===== src/rtl/lls_pkg.sv =====
// Shared types and constants of the least-loaded server selector.
package lls_pkg;

  localparam int IdW      = 6;
  localparam int DeltaW   = 16;
  localparam int LoadW    = 32;
  localparam int CfgW     = 7;
  localparam int CfgReset = 64;

  typedef enum logic [1:0] {
    DIR_NONE,
    DIR_UP,
    DIR_DOWN
  } dir_e;

  typedef struct packed {
    logic [IdW-1:0]    id;
    logic [DeltaW-1:0] delta;
    logic              bad;
    dir_e              dir;
  } item_t;

  typedef struct packed {
    logic  empty;
    item_t head;
  } queue_t;

  typedef enum logic [3:0] {
    ST_CLEAR,
    ST_IDLE,
    ST_SLOT,
    ST_NODE,
    ST_UP_RD,
    ST_UP_CMP,
    ST_DN_L,
    ST_DN_R,
    ST_DN_CMP,
    ST_PLACE,
    ST_ROOT,
    ST_OUT
  } state_e;

endpackage


===== src/rtl/least_loaded_server_selector.sv =====
// Top level of the least-loaded server selector: count register, front end and heap engine.
//
//   channel   signals                                   accepted when
//   input     start, busy, server_id_i, load_delta_i    start high and busy low
//   result    result_valid_o, least_id_o, least_load_o,  the cycle result_valid_o is high
//             bad_id_o
//   config    cfg_valid_i, cfg_ready_o, cfg_data_i      cfg_valid_i and cfg_ready_o high
//
// A query reads its slot and node before the root is read, and a rejected id goes straight
// to the root read. An update also climbs or descends the heap level by level, bounded by
// the single read port of the heap memory.
// After reset and after each count write, a clearing pass over all MAX_SERVER_COUNT entries
// rewrites both memories while busy stays high. A two-entry queue takes items while the
// heap engine works. Results cannot be stalled and appear for one cycle each.
module least_loaded_server_selector #(
  parameter int MAX_SERVER_COUNT = 64
) (
  input  logic                         clk_i,
  input  logic                         rst_ni,
  input  logic                         start,
  output logic                         busy,
  input  logic [lls_pkg::IdW-1:0]      server_id_i,
  input  logic [lls_pkg::DeltaW-1:0]   load_delta_i,
  output logic                         result_valid_o,
  output logic [lls_pkg::IdW-1:0]      least_id_o,
  output logic [lls_pkg::LoadW-1:0]    least_load_o,
  output logic                         bad_id_o,
  input  logic                         cfg_valid_i,
  output logic                         cfg_ready_o,
  input  logic [lls_pkg::CfgW-1:0]     cfg_data_i
);

  localparam int CW = $clog2(MAX_SERVER_COUNT + 1);
  localparam int ResetCount = (lls_pkg::CfgReset > MAX_SERVER_COUNT) ? MAX_SERVER_COUNT
                                                                     : lls_pkg::CfgReset;

  logic [CW-1:0]   count_q, count_d;
  logic            cfg_wr;
  logic            pop;
  logic            clearing;
  lls_pkg::queue_t queue;

  assign cfg_ready_o = 1'b1;
  assign cfg_wr      = cfg_valid_i && cfg_ready_o;

  always_comb begin
    count_d = count_q;
    if (cfg_wr) begin
      if (cfg_data_i == '0) begin
        count_d = CW'(1);
      end else if (32'(cfg_data_i) > MAX_SERVER_COUNT) begin
        count_d = CW'(MAX_SERVER_COUNT);
      end else begin
        count_d = CW'(cfg_data_i);
      end
    end
  end

  always_ff @(posedge clk_i or negedge rst_ni) begin
    if (!rst_ni) begin
      count_q <= CW'(ResetCount);
    end else begin
      count_q <= count_d;
    end
  end

  lls_front #(.CNT_W(CW)) u_front (
    .clk_i        (clk_i),
    .rst_ni       (rst_ni),
    .start_i      (start),
    .server_id_i  (server_id_i),
    .load_delta_i (load_delta_i),
    .count_i      (count_q),
    .clearing_i   (clearing),
    .pop_i        (pop),
    .busy_o       (busy),
    .queue_o      (queue)
  );

  lls_back #(.MAX_SERVER_COUNT(MAX_SERVER_COUNT), .CNT_W(CW)) u_back (
    .clk_i          (clk_i),
    .rst_ni         (rst_ni),
    .cfg_wr_i       (cfg_wr),
    .count_i        (count_q),
    .queue_i        (queue),
    .pop_o          (pop),
    .clearing_o     (clearing),
    .result_valid_o (result_valid_o),
    .least_id_o     (least_id_o),
    .least_load_o   (least_load_o),
    .bad_id_o       (bad_id_o)
  );

endmodule


===== src/rtl/lls_ram.sv =====
// Generic single-write, single-read RAM with registered read data.
module lls_ram #(
  parameter int WIDTH = 8,
  parameter int DEPTH = 64
) (
  input  logic                     clk_i,
  input  logic                     we_i,
  input  logic [$clog2(DEPTH)-1:0] waddr_i,
  input  logic [WIDTH-1:0]         wdata_i,
  input  logic [$clog2(DEPTH)-1:0] raddr_i,
  output logic [WIDTH-1:0]         rdata_o
);

  logic [WIDTH-1:0] mem_q [DEPTH];
  logic [WIDTH-1:0] rdata_q;

  always_ff @(posedge clk_i) begin
    if (we_i) begin
      mem_q[waddr_i] <= wdata_i;
    end
    rdata_q <= mem_q[raddr_i];
  end

  assign rdata_o = rdata_q;

endmodule


===== src/rtl/lls_front.sv =====
// Front end: accepts items, checks the id, classifies the change and queues the item.
module lls_front #(
  parameter int CNT_W = 7
) (
  input  logic                     clk_i,
  input  logic                     rst_ni,
  input  logic                     start_i,
  input  logic [lls_pkg::IdW-1:0]  server_id_i,
  input  logic [lls_pkg::DeltaW-1:0] load_delta_i,
  input  logic [CNT_W-1:0]         count_i,
  input  logic                     clearing_i,
  input  logic                     pop_i,
  output logic                     busy_o,
  output lls_pkg::queue_t          queue_o
);

  lls_pkg::item_t mem_q [2];
  logic           wptr_q, wptr_d;
  logic           rptr_q, rptr_d;
  logic [1:0]     fill_q, fill_d;
  logic           push;
  lls_pkg::item_t item;

  always_comb begin
    item.id    = server_id_i;
    item.delta = load_delta_i;
    item.bad   = (32'(server_id_i) >= 32'(count_i));
    if (load_delta_i == '0) begin
      item.dir = lls_pkg::DIR_NONE;
    end else if (load_delta_i[lls_pkg::DeltaW-1]) begin
      item.dir = lls_pkg::DIR_UP;
    end else begin
      item.dir = lls_pkg::DIR_DOWN;
    end
  end

  assign busy_o = (fill_q == 2'd2) || clearing_i;
  assign push   = start_i && !busy_o;

  always_comb begin
    wptr_d = push ? !wptr_q : wptr_q;
    rptr_d = pop_i ? !rptr_q : rptr_q;
    fill_d = fill_q + 2'(push) - 2'(pop_i);
  end

  always_ff @(posedge clk_i or negedge rst_ni) begin
    if (!rst_ni) begin
      wptr_q <= 1'b0;
      rptr_q <= 1'b0;
      fill_q <= 2'd0;
    end else begin
      wptr_q <= wptr_d;
      rptr_q <= rptr_d;
      fill_q <= fill_d;
    end
  end

  always_ff @(posedge clk_i) begin
    if (push) begin
      mem_q[wptr_q] <= item;
    end
  end

  assign queue_o.empty = (fill_q == 2'd0);
  assign queue_o.head  = mem_q[rptr_q];

endmodule


===== src/rtl/lls_back.sv =====
// Back end: updates a load, sifts the heap in memory and reports the root.
module lls_back #(
  parameter int MAX_SERVER_COUNT = 64,
  parameter int CNT_W = 7
) (
  input  logic                       clk_i,
  input  logic                       rst_ni,
  input  logic                       cfg_wr_i,
  input  logic [CNT_W-1:0]           count_i,
  input  lls_pkg::queue_t            queue_i,
  output logic                       pop_o,
  output logic                       clearing_o,
  output logic                       result_valid_o,
  output logic [lls_pkg::IdW-1:0]    least_id_o,
  output logic [lls_pkg::LoadW-1:0]  least_load_o,
  output logic                       bad_id_o
);

  localparam int IW = $clog2(MAX_SERVER_COUNT);
  localparam int NW = IW + lls_pkg::LoadW;

  typedef struct packed {
    logic [IW-1:0]             id;
    logic [lls_pkg::LoadW-1:0] load;
  } node_t;

  function automatic logic precedes(node_t a, node_t b);
    logic lt;
    logic eq;
    lt = $signed(a.load) < $signed(b.load);
    eq = a.load == b.load;
    return lt || (eq && (a.id < b.id));
  endfunction

  lls_pkg::state_e state_q, state_d;
  lls_pkg::item_t  item_q, item_d;
  logic [IW-1:0]   slot_q, slot_d;
  node_t           node_q, node_d;
  node_t           lnode_q, lnode_d;
  logic [IW-1:0]   clr_q, clr_d;
  logic            res_v_q, res_v_d;
  logic [lls_pkg::IdW-1:0]   res_id_q, res_id_d;
  logic [lls_pkg::LoadW-1:0] res_load_q, res_load_d;
  logic            res_bad_q, res_bad_d;

  logic            heap_we, slot_we;
  logic [IW-1:0]   heap_waddr, heap_raddr, slot_waddr, slot_raddr;
  node_t           heap_wdata, heap_rdata;
  logic [IW-1:0]   slot_wdata, slot_rdata;

  logic [IW+1:0]   l_idx, r_idx, cnt_ext;
  logic [IW-1:0]   p_idx;
  logic [IW+5:0]   id_ext;
  logic [IW+5:0]   head_ext;
  logic [IW+5:0]   root_ext;
  logic signed [lls_pkg::LoadW:0] sum;
  node_t           upd, best_n;
  logic [IW-1:0]   best_i;
  logic            best_self;

  lls_ram #(.WIDTH(NW), .DEPTH(MAX_SERVER_COUNT)) u_heap_ram (
    .clk_i   (clk_i),
    .we_i    (heap_we),
    .waddr_i (heap_waddr),
    .wdata_i (heap_wdata),
    .raddr_i (heap_raddr),
    .rdata_o (heap_rdata)
  );

  lls_ram #(.WIDTH(IW), .DEPTH(MAX_SERVER_COUNT)) u_slot_ram (
    .clk_i   (clk_i),
    .we_i    (slot_we),
    .waddr_i (slot_waddr),
    .wdata_i (slot_wdata),
    .raddr_i (slot_raddr),
    .rdata_o (slot_rdata)
  );

  assign l_idx   = (IW + 2)'({slot_q, 1'b1});
  assign r_idx   = l_idx + 1'b1;
  assign cnt_ext = (IW + 2)'(count_i);
  assign p_idx   = (slot_q - 1'b1) >> 1;
  assign id_ext  = {{IW{1'b0}}, item_q.id};
  assign head_ext = {{IW{1'b0}}, queue_i.head.id};
  assign root_ext = {6'd0, heap_rdata.id};

  always_comb begin
    sum = $signed({heap_rdata.load[lls_pkg::LoadW-1], heap_rdata.load})
        + $signed({{(lls_pkg::LoadW - lls_pkg::DeltaW + 1){item_q.delta[lls_pkg::DeltaW-1]}},
                   item_q.delta});
    upd.id = heap_rdata.id;
    if (sum[lls_pkg::LoadW] != sum[lls_pkg::LoadW-1]) begin
      upd.load = sum[lls_pkg::LoadW] ? {1'b1, {(lls_pkg::LoadW-1){1'b0}}}
                                     : {1'b0, {(lls_pkg::LoadW-1){1'b1}}};
    end else begin
      upd.load = sum[lls_pkg::LoadW-1:0];
    end
  end

  always_comb begin
    best_n    = node_q;
    best_i    = slot_q;
    best_self = 1'b1;
    if (precedes(lnode_q, node_q)) begin
      best_n    = lnode_q;
      best_i    = l_idx[IW-1:0];
      best_self = 1'b0;
    end
    if ((r_idx < cnt_ext) && precedes(heap_rdata, best_n)) begin
      best_n    = heap_rdata;
      best_i    = r_idx[IW-1:0];
      best_self = 1'b0;
    end
  end

  always_comb begin
    state_d = state_q;
    case (state_q)
      lls_pkg::ST_CLEAR: begin
        if (clr_q == IW'(MAX_SERVER_COUNT - 1)) begin
          state_d = lls_pkg::ST_IDLE;
        end
      end
      lls_pkg::ST_IDLE: begin
        if (!queue_i.empty) begin
          state_d = queue_i.head.bad ? lls_pkg::ST_ROOT : lls_pkg::ST_SLOT;
        end
      end
      lls_pkg::ST_SLOT: state_d = lls_pkg::ST_NODE;
      lls_pkg::ST_NODE: begin
        case (item_q.dir)
          lls_pkg::DIR_UP:   state_d = lls_pkg::ST_UP_RD;
          lls_pkg::DIR_DOWN: state_d = lls_pkg::ST_DN_L;
          default:           state_d = lls_pkg::ST_ROOT;
        endcase
      end
      lls_pkg::ST_UP_RD: begin
        state_d = (slot_q == '0) ? lls_pkg::ST_PLACE : lls_pkg::ST_UP_CMP;
      end
      lls_pkg::ST_UP_CMP: begin
        state_d = precedes(node_q, heap_rdata) ? lls_pkg::ST_UP_RD : lls_pkg::ST_PLACE;
      end
      lls_pkg::ST_DN_L: begin
        state_d = (l_idx >= cnt_ext) ? lls_pkg::ST_PLACE : lls_pkg::ST_DN_R;
      end
      lls_pkg::ST_DN_R:   state_d = lls_pkg::ST_DN_CMP;
      lls_pkg::ST_DN_CMP: state_d = best_self ? lls_pkg::ST_PLACE : lls_pkg::ST_DN_L;
      lls_pkg::ST_PLACE:  state_d = lls_pkg::ST_ROOT;
      lls_pkg::ST_ROOT:   state_d = lls_pkg::ST_OUT;
      lls_pkg::ST_OUT:    state_d = lls_pkg::ST_IDLE;
      default:            state_d = lls_pkg::ST_IDLE;
    endcase
    if (cfg_wr_i) begin
      state_d = lls_pkg::ST_CLEAR;
    end
  end

  always_comb begin
    item_d     = item_q;
    slot_d     = slot_q;
    node_d     = node_q;
    lnode_d    = lnode_q;
    clr_d      = clr_q + 1'b1;
    res_v_d    = 1'b0;
    res_id_d   = res_id_q;
    res_load_d = res_load_q;
    res_bad_d  = res_bad_q;
    pop_o      = 1'b0;
    heap_we    = 1'b0;
    slot_we    = 1'b0;
    heap_waddr = slot_q;
    heap_wdata = node_q;
    slot_waddr = node_q.id;
    slot_wdata = slot_q;
    heap_raddr = '0;
    slot_raddr = id_ext[IW-1:0];
    case (state_q)
      lls_pkg::ST_CLEAR: begin
        heap_we         = 1'b1;
        slot_we         = 1'b1;
        heap_waddr      = clr_q;
        heap_wdata.id   = clr_q;
        heap_wdata.load = '0;
        slot_waddr      = clr_q;
        slot_wdata      = clr_q;
      end
      lls_pkg::ST_IDLE: begin
        pop_o      = !queue_i.empty;
        item_d     = queue_i.head;
        slot_raddr = head_ext[IW-1:0];
      end
      lls_pkg::ST_SLOT: begin
        slot_d     = slot_rdata;
        heap_raddr = slot_rdata;
      end
      lls_pkg::ST_NODE: begin
        node_d = upd;
        if (item_q.dir != lls_pkg::DIR_NONE) begin
          heap_we    = 1'b1;
          heap_wdata = upd;
        end
      end
      lls_pkg::ST_UP_RD: begin
        heap_raddr = p_idx;
      end
      lls_pkg::ST_UP_CMP: begin
        if (precedes(node_q, heap_rdata)) begin
          heap_we    = 1'b1;
          heap_wdata = heap_rdata;
          slot_we    = 1'b1;
          slot_waddr = heap_rdata.id;
          slot_d     = p_idx;
        end
      end
      lls_pkg::ST_DN_L: begin
        heap_raddr = l_idx[IW-1:0];
      end
      lls_pkg::ST_DN_R: begin
        lnode_d    = heap_rdata;
        heap_raddr = r_idx[IW-1:0];
      end
      lls_pkg::ST_DN_CMP: begin
        if (!best_self) begin
          heap_we    = 1'b1;
          heap_wdata = best_n;
          slot_we    = 1'b1;
          slot_waddr = best_n.id;
          slot_d     = best_i;
        end
      end
      lls_pkg::ST_PLACE: begin
        heap_we = 1'b1;
        slot_we = 1'b1;
      end
      lls_pkg::ST_ROOT: begin
        heap_raddr = '0;
      end
      lls_pkg::ST_OUT: begin
        res_v_d    = 1'b1;
        res_id_d   = root_ext[lls_pkg::IdW-1:0];
        res_load_d = heap_rdata.load;
        res_bad_d  = item_q.bad;
      end
      default: begin
      end
    endcase
    if (cfg_wr_i) begin
      clr_d = '0;
    end
  end

  always_ff @(posedge clk_i or negedge rst_ni) begin
    if (!rst_ni) begin
      state_q <= lls_pkg::ST_CLEAR;
      clr_q   <= '0;
      res_v_q <= 1'b0;
    end else begin
      state_q <= state_d;
      clr_q   <= clr_d;
      res_v_q <= res_v_d;
    end
  end

  always_ff @(posedge clk_i) begin
    item_q     <= item_d;
    slot_q     <= slot_d;
    node_q     <= node_d;
    lnode_q    <= lnode_d;
    res_id_q   <= res_id_d;
    res_load_q <= res_load_d;
    res_bad_q  <= res_bad_d;
  end

  assign clearing_o     = (state_q == lls_pkg::ST_CLEAR);
  assign result_valid_o = res_v_q;
  assign least_id_o     = res_id_q;
  assign least_load_o   = res_load_q;
  assign bad_id_o       = res_bad_q;

endmodule


===== config.mk =====
export PLATFORM = sky130hd
export DESIGN_NAME = least_loaded_server_selector
export DESIGN_NICKNAME = d
export VERILOG_FILES = /design/src/rtl/lls_pkg.sv /design/src/rtl/least_loaded_server_selector.sv /design/src/rtl/lls_ram.sv /design/src/rtl/lls_front.sv /design/src/rtl/lls_back.sv
export SDC_FILE = /design/constraint.sdc
export NUM_CORES = 2
export LEC_CHECK = 0
export BUFFER_PORTS_ARGS = -buffer_cell sky130_fd_sc_hd__buf_2
export CAP_MARGIN = 0
export CORE_MARGIN = 2
export CORE_UTILIZATION = 55
export CTS_CLUSTER_DIAMETER = 150
export CTS_CLUSTER_SIZE = 12
export DETAILED_ROUTE_END_ITERATION = 12
export HOLD_SLACK_MARGIN = 0.1
export PLACE_DENSITY = 0.71
export SLEW_MARGIN = 25
export SYNTH_ARGS = -nofsm -noshare
export SYNTH_HDL_FRONTEND = slang
export SYNTH_HIERARCHICAL = 1
export SYNTH_SLANG_ARGS = --single-unit

===== constraint.sdc =====
create_clock -name clk_i -period 16.1 [get_ports clk_i]
set_input_delay 1.61 -clock clk_i [delete_from_list [all_inputs] [get_ports clk_i]]
set_output_delay 1.61 -clock clk_i [all_outputs]
set_load 0.01 [all_outputs]

==> flow_metrics.env <==
export IMPL_status="finished, final reports clean"
export IMPL_maxCapViolCount=0
export IMPL_first_pass_iters=6
export IMPL_ir_worst_vdd_mv=0.1173
export IMPL_rsz0062_at_grt="no"
export IMPL_layout_nets=6594
export IMPL_busiest_layer="met2"
export IMPL_post_cts_buffers=0
export IMPL_fp_dieW_um=476.9
export IMPL_required_ns=16.67
export IMPL_hold_viol=0
export IMPL_cts_path_max_buffers=4
export IMPL_grtUsageTotal_pct=26.74
export IMPL_areaGrowthSynthToFinish_pct=10.38
export IMPL_drive_gt1_share_pct=23.06
export IMPL_cts_resized=0
export IMPL_cts_buffers=306
export IMPL_relSlewSlack_pct=18.26
export IMPL_clock_sinks=3078
export IMPL_dieArea_um2=227400
export IMPL_core_region_area_um2=222300
export IMPL_root_buffer="clkbuf_16"
export IMPL_hold_path_end="u_back/bad_id_o$_DFFE_PP_"
export IMPL_holdCritPathClass="flop to flop"
export IMPL_path_class="flop to flop"
export IMPL_cts_hold_buf=0
export IMPL_htree_num_levels=5
export IMPL_yosys_warnings=6
export IMPL_powerDensity_nw_per_um2=114.2
export IMPL_endpoint_kind="flop"
export IMPL_synth_area_leader_cell="edfxtp_1"
export IMPL_ys_ff_latch=3078
export IMPL_tightest_slew_ns=1.226
export IMPL_path_clk_slew_ns=0.07
export IMPL_post_dp_hpwl_um=176000
export IMPL_synth_cell_types=99
export IMPL_viasPerCell=6.629
export IMPL_finalSetupViolCount=0
export IMPL_yosysMostFrequentCell="edfxtp_1"
export IMPL_period_minus_slack_ns=9.270
export IMPL_antenna_found_initial=12
export IMPL_drc_errors=0
export IMPL_reg2regPathDepth=26
export IMPL_synth_avg_cell_area_um2=19.99
export IMPL_fin_crit_sh_pct=57.58
export IMPL_use_met1_pct=37.99
export IMPL_initial_core_util_pct=55.32
export IMPL_syn_inst=6153
export IMPL_ys_async_sr_fraction_pct=0.7147
export IMPL_hp_start="u_back/item_q[2]$_DFFE_PP_"
export IMPL_ant_nets=0
export IMPL_grt_remaining_overflow=0
export IMPL_netlist_top_cells_area="edfxtp_1 74%, mux4_2 13%, ha_1 1.7%, a22oi_1 1.0%, nor2_1 0.89%"
export IMPL_io_pin_count=75
export IMPL_num_rows=173
export IMPL_die_y_um=476.9
export IMPL_r2r_end="u_back/u_heap_ram/mem_q[11][28]$_DFFE_PP_"
export IMPL_synth_top_area_share_pct=73.54
export IMPL_fillCellCount=15264
export IMPL_drt_wl_total_um=304600
export IMPL_synth_edf_count=3012
export IMPL_max_freq_ghz=0.1079
export IMPL_hold_path_depth=0
export IMPL_grt_pass1_wl_um=440000
export IMPL_grt_util_met2_pct=41.85
export IMPL_p_leak_nw=41.48
export IMPL_synth_seq_area_share_pct=74.71
export IMPL_wl_per_cell_um=32.27
export IMPL_timing_setup_tns_ns=0
export IMPL_worstPathArrival_ns=9.84
export IMPL_port_buffer_count=73
export IMPL_grt_pass1_vias=62747
export IMPL_synth_commonest_cells="3012 x edfxtp_1, 695 x mux4_2, 291 x nor2_1, 209 x nand2_1, 202 x a21oi_1"
export IMPL_drt_iter0_markers=8673
export IMPL_worst_setup_path_start_kind="flop"
export IMPL_met3_usage_pct=5.455
export IMPL_final_util_pct=61.07
export IMPL_clock_latency_ns=0.95
export IMPL_finalWeightedCongestion=0.9367
export IMPL_vias=62568
export IMPL_rrSetupSlack_ns=6.83
export IMPL_drv_slew=0
export IMPL_cts_tree="done"
export IMPL_synth_cell_area_um2=123000
export IMPL_r2r_start="u_back/node_q[31]$_DFFE_PP_"
export IMPL_fin_worst_skew_ns=0.08396
export IMPL_grt_max_degree=115
export IMPL_syn_nets=6357
export IMPL_path_max_fanout=69
export IMPL_synthFlopType="edfxtp_1"
[state kept, by name, summed over array words and instances (netlist names), 6 cells and up]
register and flops:
u_back/u_heap_ram/mem_q 2432, u_back/u_slot_ram/mem_q 384, u_front/mem_q 50, u_back/lnode_q 38, u_back/node_q 38, u_back/u_heap_ram/rdata_o 38
u_back/least_load_o 32, u_back/item_q 19, count_q 7, u_back/clr_q 6, u_back/id_ext 6, u_back/least_id_o 6
u_back/slot_q 6, u_back/u_slot_ram/rdata_o 6
[cell type report]
cell class	count	area [um2]	share of cell area, %
Antenna cell	7	17.52	0.01290
Clock buffer	368	8018	5.906
Clock inverter	7	68.82	0.05069
Inverter	122	457.9	0.3373
Multi-Input combinational cell	2643	29890	22.02
Sequential cell	3078	91880	67.68
Tap cell	2975	3722	2.742
Timing Repair Buffer	239	1694	1.248
[worst max-delay path by stage]
stage / from / endpoint / slack (ns) / cells after the start
final: u_back/node_q[31]$_DFFE_PP_ / u_back/u_heap_ram/mem_q[11][28]$_DFFE_PP_ / 6.83 / 26
after global routing: u_back/node_q[31]$_DFFE_PP_ / u_back/u_heap_ram/mem_q[11][0]$_DFFE_PP_ / 6.39 / 25
after CTS: u_back/node_q[31]$_DFFE_PP_ / u_back/u_heap_ram/mem_q[11][0]$_DFFE_PP_ / 6.63 / 25
after detailed placement: u_back/node_q[31]$_DFFE_PP_ / u_back/u_heap_ram/mem_q[11][35]$_DFFE_PP_ / 6.70 / 25
after global placement: u_back/node_q[21]$_DFFE_PP_ / u_back/u_heap_ram/mem_q[11][35]$_DFFE_PP_ / 6.84 / 25
after floorplan: u_back/node_q[31]$_DFFE_PP_ / u_back/u_heap_ram/mem_q[49][0]$_DFFE_PP_ / 7.19 / 28
[worst max-delay path: stages, from the launching register on]
cell and delay (ns):
edfxtp_1 0.41, inv_1 0.08, ha_1 0.41, nand4_4 0.18, nor2_1 0.07, a22o_1 0.23
or4_1 0.52, a211oi_1 0.28, xnor2_1 0.24, or2_4 0.50, buf_16 0.32, a21oi_1 0.12
ha_1 0.32, nand3_1 0.13, nor3_1 0.27, nand2_1 0.26, nor4_1 0.44, nand2b_1 0.11
a311oi_1 0.36, o21ai_2 0.16, nand2_1 0.26, o21ai_1 0.17, o31ai_2 0.23, nand2b_1 0.61
nand3_1 0.80, nor2_4 0.81, buf_4 0.50
[per-stage QoR]
step,power (mW),worst slack [ns],hold slack (ns),std cells,cell area (um2)
after floorplan,9.247,7.191,0.4003,6153,123000
after global placement,9.424,6.842,0.4069,9056,127600
after detailed placement,9.435,6.702,0.4081,9056,127600
after CTS,15.58,6.627,0.4199,9431,135700
after global routing,15.92,6.385,0.4311,9433,135700
final,15.50,6.830,0.4136,9439,135700
[cell families (layout without fill, tap and decap cells)]
kind of cell	Yosys count	after routing	synth area share [%]
flip-flops	3078	3078	74.71
multiplexers	850	850	14.19
AO/OA/AOI/OAI	815	815	4.440
AND/OR/NAND/NOR	755	755	2.834
buffers and inverters	432	736	1.708
adder cells (fa/ha/maj)	171	171	1.746
XOR/XNOR	51	51	0.3693
other	1	8	0.003049
[power by group]
part	switching [mW]	internal, mW
Clock	2.76	3.46
Combinational	0.308	0.142
Sequential	0.0495	8.78
Total	3.12	12.4
[placed cells by master, fill, tap and decap left out, types with 11 or more instances in the layout]
| master | Yosys | layout |
|---|---|---|
| a211oi_1 | 19 | 19 |
| a21o_1 | 25 | 25 |
| a21oi_1 | 202 | 202 |
| a22oi_1 | 172 | 172 |
| a32oi_1 | 26 | 26 |
| buf_2 | 87 | 73 |
| buf_4 | 24 | 160 |
| clkbuf_1 | 136 | 56 |
| clkbuf_16 | 0 | 312 |
| dfrtp_1 | 21 | 21 |
| dfxtp_1 | 44 | 44 |
| edfxtp_1 | 3012 | 3012 |
| ha_1 | 170 | 170 |
| inv_1 | 122 | 121 |
| mux2_2 | 47 | 45 |
| mux2_4 | 19 | 20 |
| mux2i_1 | 83 | 83 |
| mux4_2 | 695 | 695 |
| nand2_1 | 209 | 180 |
| nand2_2 | 0 | 25 |
| nand2b_1 | 30 | 29 |
| nand3_1 | 49 | 48 |
| nand3b_1 | 15 | 15 |
| nand4_1 | 23 | 23 |
| nor2_1 | 291 | 223 |
| nor2_4 | 1 | 66 |
| nor2b_1 | 29 | 27 |
| nor3_1 | 40 | 35 |
| nor4_1 | 11 | 11 |
| o21ai_0 | 86 | 81 |
| o221ai_1 | 45 | 44 |
| o22ai_1 | 115 | 111 |
| xnor2_1 | 20 | 20 |
| xor2_1 | 30 | 30 |
[routing by layer]
metal / vias to the layer above / part of all wire [%]
met5: - / 0.011
met4: 4 / 3.5
met3: 494 / 10
met2: 3345 / 48
met1: 32868 / 38
li1: 25857 / -
No activity file was read; power rests on OpenSTA's default activity.
